## config.mk

```make
export PLATFORM = sky130hd
export DESIGN_NAME = sha256_message_hasher
export DESIGN_NICKNAME = d
export VERILOG_FILES = /design/src/rtl/sha_pkg.sv /design/src/rtl/sha_datapath.sv /design/src/rtl/sha_ctrl.sv /design/src/rtl/sha256_message_hasher.sv
export SDC_FILE = /design/constraint.sdc
export NUM_CORES = 2
export LEC_CHECK = 0
export CORE_MARGIN = 1.5
export CORE_UTILIZATION = 25
export CTS_BUF_LIST = sky130_fd_sc_hd__clkbuf_4 sky130_fd_sc_hd__clkbuf_8
export DETAILED_ROUTE_END_ITERATION = 16
export DONT_BUFFER_PORTS = 1
export PLACE_DENSITY = 0.34
export SYNTH_ARGS = -nofsm -noshare
export SYNTH_HDL_FRONTEND = slang
export SYNTH_SLANG_ARGS = --single-unit
export TNS_END_PERCENT = 20
```

## constraint.sdc

```tcl
create_clock -name clk -period 16.9 [get_ports clk]
set_input_delay 0.845 -clock clk [delete_from_list [all_inputs] [get_ports clk]]
set_output_delay 0.845 -clock clk [all_outputs]
set_load 0.05 [all_outputs]
```

## src/rtl/sha_pkg.sv

```systemverilog
// ----------------------------------------------------------------------------
// sha_pkg
// Shared types, constants and round functions for the SHA-256 hasher.
// ----------------------------------------------------------------------------
package sha_pkg;

  typedef struct packed {
    logic [7:0] msg_byte;
    logic       byte_valid;
    logic       end_of_message;
  } in_item_t;

  typedef struct packed {
    logic [31:0] digest_word;
    logic [2:0]  word_index;
    logic        last_word;
  } out_item_t;

  // Commands from the controller to the datapath
  typedef struct packed {
    logic load_byte;   // store msg_byte at the fill position, count length
    logic pad_start;   // write 0x80 and zero the rest of the block
    logic clear_buf;   // zero the whole block buffer
    logic put_len;     // write the bit length into words 14 and 15
    logic init_work;   // copy hash state into working vars
    logic round;       // run one compression round
    logic fold;        // add working vars into hash state
    logic digest_reset; // back to initial hash, zero length and fill
  } dp_cmd_t;

  // Status from the datapath to the controller
  typedef struct packed {
    logic       block_full;  // fill count is at 63 before this byte
    logic       pad_two;     // fill count >= 56: two blocks of padding
    logic       last_round;  // round counter at 63
  } dp_sts_t;

  localparam logic [31:0] H_INIT [8] = '{
    32'h6a09e667, 32'hbb67ae85, 32'h3c6ef372, 32'ha54ff53a,
    32'h510e527f, 32'h9b05688c, 32'h1f83d9ab, 32'h5be0cd19};

  localparam logic [31:0] ROUND_K [64] = '{
    32'h428a2f98, 32'h71374491, 32'hb5c0fbcf, 32'he9b5dba5,
    32'h3956c25b, 32'h59f111f1, 32'h923f82a4, 32'hab1c5ed5,
    32'hd807aa98, 32'h12835b01, 32'h243185be, 32'h550c7dc3,
    32'h72be5d74, 32'h80deb1fe, 32'h9bdc06a7, 32'hc19bf174,
    32'he49b69c1, 32'hefbe4786, 32'h0fc19dc6, 32'h240ca1cc,
    32'h2de92c6f, 32'h4a7484aa, 32'h5cb0a9dc, 32'h76f988da,
    32'h983e5152, 32'ha831c66d, 32'hb00327c8, 32'hbf597fc7,
    32'hc6e00bf3, 32'hd5a79147, 32'h06ca6351, 32'h14292967,
    32'h27b70a85, 32'h2e1b2138, 32'h4d2c6dfc, 32'h53380d13,
    32'h650a7354, 32'h766a0abb, 32'h81c2c92e, 32'h92722c85,
    32'ha2bfe8a1, 32'ha81a664b, 32'hc24b8b70, 32'hc76c51a3,
    32'hd192e819, 32'hd6990624, 32'hf40e3585, 32'h106aa070,
    32'h19a4c116, 32'h1e376c08, 32'h2748774c, 32'h34b0bcb5,
    32'h391c0cb3, 32'h4ed8aa4a, 32'h5b9cca4f, 32'h682e6ff3,
    32'h748f82ee, 32'h78a5636f, 32'h84c87814, 32'h8cc70208,
    32'h90befffa, 32'ha4506ceb, 32'hbef9a3f7, 32'hc67178f2};

  function automatic logic [31:0] rotr(input logic [31:0] x, input int n);
    rotr = (x >> n) | (x << (32 - n));
  endfunction

endpackage

```

## src/rtl/sha_datapath.sv

```systemverilog
// ----------------------------------------------------------------------------
// sha_datapath
// Block buffer, schedule window, working vars, hash state and length.
// ----------------------------------------------------------------------------
module sha_datapath (
  input  logic              clk,
  input  logic              rst_n,
  input  sha_pkg::dp_cmd_t  cmd,
  input  logic [7:0]        msg_byte,
  input  logic [2:0]        rd_index,
  output sha_pkg::dp_sts_t  sts,
  output logic [31:0]       rd_word
);
  import sha_pkg::*;

  logic [31:0] buf_r [16];
  logic [31:0] win_r [16];
  logic [31:0] work_r [8];
  logic [31:0] hash_r [8];
  logic [63:0] len_r;
  logic [5:0]  fill_r;
  logic [5:0]  rnd_r;

  logic [31:0] w15, w2, sg0, sg1, wt, s1, ch, s0, maj, t1, t2;
  logic [3:0]  fill_word;
  logic [4:0]  fill_shift;

  assign fill_word  = fill_r[5:2];
  assign fill_shift = {2'(2'd3 - fill_r[1:0]), 3'b000};

  // round function, one round per cycle
  always_comb begin
    w15 = win_r[4'(rnd_r[3:0] + 4'd1)];
    w2  = win_r[4'(rnd_r[3:0] + 4'd14)];
    sg0 = rotr(w15, 7) ^ rotr(w15, 18) ^ (w15 >> 3);
    sg1 = rotr(w2, 17) ^ rotr(w2, 19) ^ (w2 >> 10);
    if (rnd_r < 6'd16) begin
      wt = buf_r[rnd_r[3:0]];
    end else begin
      wt = win_r[rnd_r[3:0]] + sg0 + win_r[4'(rnd_r[3:0] + 4'd9)] + sg1;
    end
    s1  = rotr(work_r[4], 6) ^ rotr(work_r[4], 11) ^ rotr(work_r[4], 25);
    ch  = (work_r[4] & work_r[5]) ^ (~work_r[4] & work_r[6]);
    t1  = work_r[7] + s1 + ch + ROUND_K[rnd_r] + wt;
    s0  = rotr(work_r[0], 2) ^ rotr(work_r[0], 13) ^ rotr(work_r[0], 22);
    maj = (work_r[0] & work_r[1]) ^ (work_r[0] & work_r[2]) ^ (work_r[1] & work_r[2]);
    t2  = s0 + maj;
  end

  assign sts.block_full = (fill_r == 6'd63);
  assign sts.pad_two    = (fill_r >= 6'd56);
  assign sts.last_round = (rnd_r == 6'd63);
  assign rd_word        = hash_r[rd_index];

  // payload stores
  always_ff @(posedge clk) begin
    if (cmd.load_byte) begin
      if (fill_r[1:0] == 2'd0) begin
        buf_r[fill_word] <= {24'd0, msg_byte} << fill_shift;
      end else begin
        buf_r[fill_word] <= buf_r[fill_word] | ({24'd0, msg_byte} << fill_shift);
      end
    end
    if (cmd.pad_start) begin
      for (int i = 0; i < 16; i++) begin
        if (4'(i) > fill_word) buf_r[i] <= '0;
      end
      if (fill_r[1:0] == 2'd0) begin
        buf_r[fill_word] <= 32'h80 << fill_shift;
      end else begin
        buf_r[fill_word] <= buf_r[fill_word] | (32'h80 << fill_shift);
      end
    end
    if (cmd.clear_buf) begin
      for (int i = 0; i < 16; i++) buf_r[i] <= '0;
    end
    if (cmd.put_len) begin
      buf_r[14] <= len_r[63:32];
      buf_r[15] <= len_r[31:0];
    end
    if (cmd.init_work) begin
      for (int i = 0; i < 8; i++) work_r[i] <= hash_r[i];
    end
    if (cmd.round) begin
      win_r[rnd_r[3:0]] <= wt;
      for (int i = 1; i < 8; i++) work_r[i] <= work_r[i-1];
      work_r[4] <= work_r[3] + t1;
      work_r[0] <= t1 + t2;
    end
  end

  // control-side state: hash, length, fill and round counters
  always_ff @(posedge clk) begin
    if (!rst_n) begin
      for (int i = 0; i < 8; i++) hash_r[i] <= H_INIT[i];
      len_r  <= '0;
      fill_r <= '0;
      rnd_r  <= '0;
    end else begin
      if (cmd.load_byte) begin
        len_r  <= len_r + 64'd8;
        fill_r <= fill_r + 6'd1;
      end
      if (cmd.init_work) rnd_r <= '0;
      else if (cmd.round) rnd_r <= rnd_r + 6'd1;
      if (cmd.fold) begin
        for (int i = 0; i < 8; i++) hash_r[i] <= hash_r[i] + work_r[i];
      end
      if (cmd.digest_reset) begin
        for (int i = 0; i < 8; i++) hash_r[i] <= H_INIT[i];
        len_r  <= '0;
        fill_r <= '0;
      end
    end
  end

endmodule

```

## src/rtl/sha_ctrl.sv

```systemverilog
// ----------------------------------------------------------------------------
// sha_ctrl
// Sequencer: byte intake, padding, compression passes and digest output.
// ----------------------------------------------------------------------------
module sha_ctrl (
  input  logic              clk,
  input  logic              rst_n,
  input  logic              in_valid,
  output logic              in_ready,
  input  logic              byte_valid,
  input  logic              end_of_message,
  input  sha_pkg::dp_sts_t  sts,
  output sha_pkg::dp_cmd_t  cmd,
  output logic              out_valid,
  input  logic              out_ready,
  output logic [2:0]        rd_index
);
  import sha_pkg::*;

  typedef enum logic [7:0] {
    S_IDLE  = 8'b0000_0001,
    S_INIT  = 8'b0000_0010,
    S_ROUND = 8'b0000_0100,
    S_FOLD  = 8'b0000_1000,
    S_PAD   = 8'b0001_0000,
    S_LEN   = 8'b0010_0000,
    S_OUT   = 8'b0100_0000,
    S_CLR   = 8'b1000_0000
  } state_t;

  state_t     state_r, state_nxt;
  logic       eom_r, eom_nxt;      // message end pending
  logic       final_r, final_nxt;  // this compression is the last one
  logic [2:0] idx_r, idx_nxt;
  logic       padded_r, padded_nxt;

  assign in_ready  = (state_r == S_IDLE);
  assign out_valid = (state_r == S_OUT);
  assign rd_index  = idx_r;

  always_comb begin
    state_nxt = state_r;
    eom_nxt   = eom_r;
    final_nxt = final_r;
    idx_nxt   = idx_r;
    cmd       = '0;
    case (state_r)
      S_IDLE: begin
        if (in_valid) begin
          cmd.load_byte = byte_valid;
          eom_nxt       = end_of_message;
          final_nxt     = 1'b0;
          if (byte_valid && sts.block_full) state_nxt = S_INIT;
          else if (end_of_message) state_nxt = S_PAD;
        end
      end
      S_PAD: begin
        cmd.pad_start = 1'b1;
        eom_nxt       = 1'b0;
        if (sts.pad_two) begin
          state_nxt = S_INIT;
        end else begin
          state_nxt = S_LEN;
        end
      end
      S_CLR: begin
        cmd.clear_buf = 1'b1;
        state_nxt     = S_LEN;
      end
      S_LEN: begin
        cmd.put_len = 1'b1;
        final_nxt   = 1'b1;
        state_nxt   = S_INIT;
      end
      S_INIT: begin
        cmd.init_work = 1'b1;
        state_nxt     = S_ROUND;
      end
      S_ROUND: begin
        cmd.round = 1'b1;
        if (sts.last_round) state_nxt = S_FOLD;
      end
      S_FOLD: begin
        cmd.fold = 1'b1;
        if (final_r) begin
          idx_nxt   = '0;
          state_nxt = S_OUT;
        end else if (eom_r) begin
          state_nxt = S_PAD;
        end else if (padded_r) begin
          state_nxt = S_CLR;
        end else begin
          state_nxt = S_IDLE;
        end
      end
      S_OUT: begin
        if (out_ready) begin
          idx_nxt = idx_r + 3'd1;
          if (idx_r == 3'd7) begin
            cmd.digest_reset = 1'b1;
            state_nxt        = S_IDLE;
          end
        end
      end
      default: state_nxt = S_IDLE;
    endcase
  end

  // remembers that padding ran with two blocks, so the second is cleared and holds only the length
  always_comb begin
    padded_nxt = padded_r;
    if (state_r == S_PAD) padded_nxt = sts.pad_two;
    else if (state_r == S_CLR || state_r == S_IDLE) padded_nxt = 1'b0;
  end

  always_ff @(posedge clk) begin
    if (!rst_n) begin
      state_r  <= S_IDLE;
      eom_r    <= 1'b0;
      final_r  <= 1'b0;
      idx_r    <= '0;
      padded_r <= 1'b0;
    end else begin
      state_r  <= state_nxt;
      eom_r    <= eom_nxt;
      final_r  <= final_nxt;
      idx_r    <= idx_nxt;
      padded_r <= padded_nxt;
    end
  end

endmodule

```

## src/rtl/sha256_message_hasher.sv

```systemverilog
// ----------------------------------------------------------------------------
// sha256_message_hasher
// SHA-256 over a byte stream, eight digest words per message.
// ----------------------------------------------------------------------------
// A byte word is taken while the hasher is idle; the 64th byte of a block
// starts the compression (one round a cycle in the shared round unit, plus
// load and fold). End of message adds padding and one or two compressions,
// then eight digest words, one per accepted output handshake. Hash state
// and length return to initial values after the eighth word.
module sha256_message_hasher (
  input  logic                clk,
  input  logic                rst_n,
  input  logic                in_valid,
  output logic                in_ready,
  input  sha_pkg::in_item_t   in_data,
  output logic                out_valid,
  input  logic                out_ready,
  output sha_pkg::out_item_t  out_data
);
  import sha_pkg::*;

  dp_cmd_t     cmd;
  dp_sts_t     sts;
  logic [2:0]  rd_index;
  logic [31:0] rd_word;

  sha_ctrl u_ctrl (
    .clk, .rst_n, .in_valid, .in_ready,
    .byte_valid(in_data.byte_valid), .end_of_message(in_data.end_of_message),
    .sts, .cmd, .out_valid, .out_ready, .rd_index);

  sha_datapath u_dp (
    .clk, .rst_n, .cmd, .msg_byte(in_data.msg_byte), .rd_index,
    .sts, .rd_word);

  assign out_data.digest_word = rd_word;
  assign out_data.word_index  = rd_index;
  assign out_data.last_word   = (rd_index == 3'd7);

endmodule

```

==> flow_metrics.py <==
metrics = {
    "run_status": {
        "run_status": "completed",
    },
    "synth": {
        "synth.lib_cells_used.distinct": 86,
        "post_synth.cell_area_avg_um2": 11.2,
        "synth_top_area_cell": "edfxtp_1",
        "synth-warning-count": 0,
        "syn-cell-area_um2": 106000,
        "ys_async_sr_fraction": 0,
        "ys_seq_elements": 1634,
        "postSynthCellCount": 9475,
        "synth_edf_count": 960,
        "synth_sequential_area_ratio": 0.400,
        "synth_fp_nets": 10100,
        "post-synth-top-area-fraction": 0.272,
        "synth.area.top_cells": "edfxtp_1 (27%), mux4_2 (19%), dfxtp_1 (13%), ha_1 (4.7%), nand2_1 (4.2%)",
        "most_common_flop_cell_mapped_by_yosys": "edfxtp_1",
    },
    "setup_path": {
        "worst_ep_arrival_time_ns": 15.49,
        "worstPathBufferInverterCount": 9,
        "worst-setup-path-type": "reg -> reg",
        "crit_required_ns": 17.69,
        "worst_path_most_repeated_cell": "inv_1",
        "worst_setup_path_end_kind": "flip-flop",
        "timing.critical_path.slowest_stage_cell": "o31ai_1",
        "worst_path_dominant_cell_family": "adder cells",
        "slowest_delay_ns": 0.88,
        "cp-start-kind": "flip-flop",
        "timing.critical_path.fanout_max": 32,
    },
    "timing": {
        "final_critical_path_required_period_ns": 14.71,
        "worstMarginPinSlew_ns": 1.32,
        "timing.final.max_slew_violations": 0,
        "setup_tns_ns": 0,
        "report.final.setup_viol": 0,
        "finalCritPeriodShare": 0.870,
        "maxClockFrequency_mhz": 68.0,
        "grt_setup_unrepaired": "false",
        "hold_viol_final": 0,
        "max_slew_margin": 0.120,
        "clock_skew_ns": 0.129,
    },
    "cells_and_area": {
        "fin_nets": 10000,
        "final_layout_size_suffix_gt1_frac": 0.196,
        "mostFrequentLayoutCell": "nand2_1",
        "mostFrequentLayoutCells": "nand2_1 (1,173), edfxtp_1 (960), mux4_2 (890)",
        "flow.area_growth_from_synthesis_pct": 13.6,
        "postLayoutCoreUtil": 0.286,
    },
    "placement": {
        "numPortBuffers": 0,
        "detailed_place_hpwl_um": 319000,
        "gp_congestion": 0.891,
    },
    "floorplan": {
        "placementRows": 238,
        "die_wd_um": 654,
        "io_pins": 52,
        "die_area_um2": 427000,
        "starting_density_of_the_core": 0.252,
        "die_h_um": 654,
        "design.core.area_um2": 421000,
    },
    "global_routing": {
        "grt_use_met1": 0.294,
        "grt_pass1_vias": 80900,
        "gr-usage-all-layers": 0.213,
        "grt_first_pass_wirelength_um": 652000,
        "globalRouteOverflowTotal": 0,
        "grt_antenna_before_repair": 30,
        "globalRouteMet3Util": 0.0317,
        "grtUsageMet2": 0.347,
        "largest_net_degree_at_the_start_of_global_routing": 107,
        "gr-max-usage-layer": "met2",
    },
    "detailed_routing": {
        "detailroute.via_count": 81300,
        "via_per_inst": 5.30,
        "detailed_router_s_first_iteration_violation_count": 7729,
        "route.antenna.remaining_nets": 0,
        "detailed_route_drc_error_count": 0,
        "totalWireLength_um": 465000,
        "avg_wl_per_cell_um": 30.3,
        "dr.pass1.iters": 6,
    },
    "clock_network": {
        "cts.htree.levels": 5,
        "post_cts_resized": 0,
        "insertion_delay_ns": 1.14,
        "cts.clk_slew.worst_paths_ns": 0.06,
        "ctsRootBufferMaster": "clkbuf_8",
        "cts_made_buffers": 341,
        "cts_tree": "yes",
        "clock_sink_count": 1634,
        "cts_max_path_buffers": 4,
    },
    "power_and_ir_drop": {
        "power_density_nw_per_um2": 111,
        "vdd_ir_drop_max_mv": 0.0960,
        "p_leak_nw": 41.6,
    },
    "flow_run": {
        "max-cap-violations": 0,
    },
    "min_path": {
        "hold_class": "in -> reg",
    },
}
[per-stage QoR]
step / std cells / hold slack, ns / power [mW] / worst slack [ns] / area [µm²]
floorplan: 9475 / 0.444 / 7.34 / 3.96 / 106000
global placement: 14700 / 0.477 / 8.91 / 2.20 / 113000
detailed placement: 14700 / 0.485 / 8.91 / 2.29 / 113000
CTS: 15300 / 0.0280 / 13.5 / 2.29 / 120000
global route: 15300 / 0.119 / 14.1 / 1.46 / 120000
finish: 15300 / 0.144 / 13.4 / 2.19 / 120000
[synth_stat cells, types with 223 or more instances]
master	number
xnor2_1	334
o21ai_0	441
nand2_1	1182
nor2_1	809
edfxtp_1	960
a21o_1	223
mux4_2	890
clkbuf_1	538
a21oi_1	430
a211oi_1	493
ha_1	398
dfxtp_1	674
xor2_1	289
inv_1	403
[layout make-up]
class	instances	area [µm²]
Multi-Input combinational cell	6781	60100
Timing Repair Buffer	251	2000
Antenna cell	15	37.5
Fill cell	43300	301000
Clock inverter	93	749
Tap cell	5640	7060
Clock buffer	521	6350
Inverter	409	1540
Sequential cell	1634	42400
[state kept, by name, indices dropped and copies added, names as in the netlist, named ones only]
| signal | count |
|---|---|
| u_ctrl.padded_r | 1 |
| u_ctrl.eom_r | 1 |
| u_dp.win_r | 512 |
| u_dp.work_r | 256 |
| u_ctrl.final_r | 1 |
| u_dp.len_r | 61 |
| u_dp.hash_r | 256 |
| u_dp.buf_r | 512 |
| u_dp.fill_r | 6 |
| u_dp.rnd_r | 6 |
| u_ctrl.state_r | 8 |
| u_ctrl.rd_index | 3 |
[power by group]
part	total, mW	internal (mW)	switching [mW]
registers	4.53	4.47	0.0593
clock network	4.53	2.52	2.01
logic	4.34	1.53	2.81
[worst paths after layout]
check,from,endpoint,slack (ns),depth (start not counted)
worst max-delay path,u_dp.rnd_r[1],u_dp.work_r[0][29],2.19,49
worst min-delay path,in_data[7],u_dp.buf_r[15][21],0.14,2
worst max register to register,u_dp.rnd_r[1],u_dp.work_r[0][29],2.19,49
worst min register to register,u_dp.hash_r[5][8],u_dp.hash_r[5][8],0.49,2
[metal layers]
| layer | wire length [µm] | up-vias |
|---|---|---|
| met5 | 128 | - |
| met1 | 208000 | 42300 |
| met2 | 217000 | 3042 |
| met3 | 26600 | 564 |
| met4 | 13000 | 18 |
| li1 | - | 35400 |
[cell families (layout without fill, tap and decap cells)]
family / after synthesis / in the layout / synth area share
simple gates: 2558 / 2558 / 0.103
compound gates: 2021 / 2021 / 0.124
flops: 1634 / 1634 / 0.400
buf+inv: 1060 / 1274 / 0.0378
mux: 979 / 979 / 0.199
xor+xnor: 625 / 625 / 0.0520
fa+ha+maj: 598 / 598 / 0.0844
other cells: 0 / 15 / 0
[repair_timing]
action	in CTS	in global routing
setup endpoints to repair	0	0
endpoints found under the hold margin	17	0
buffers inserted	0	0
hold buffers	10	0
Power figures use the tool's default switching activity.
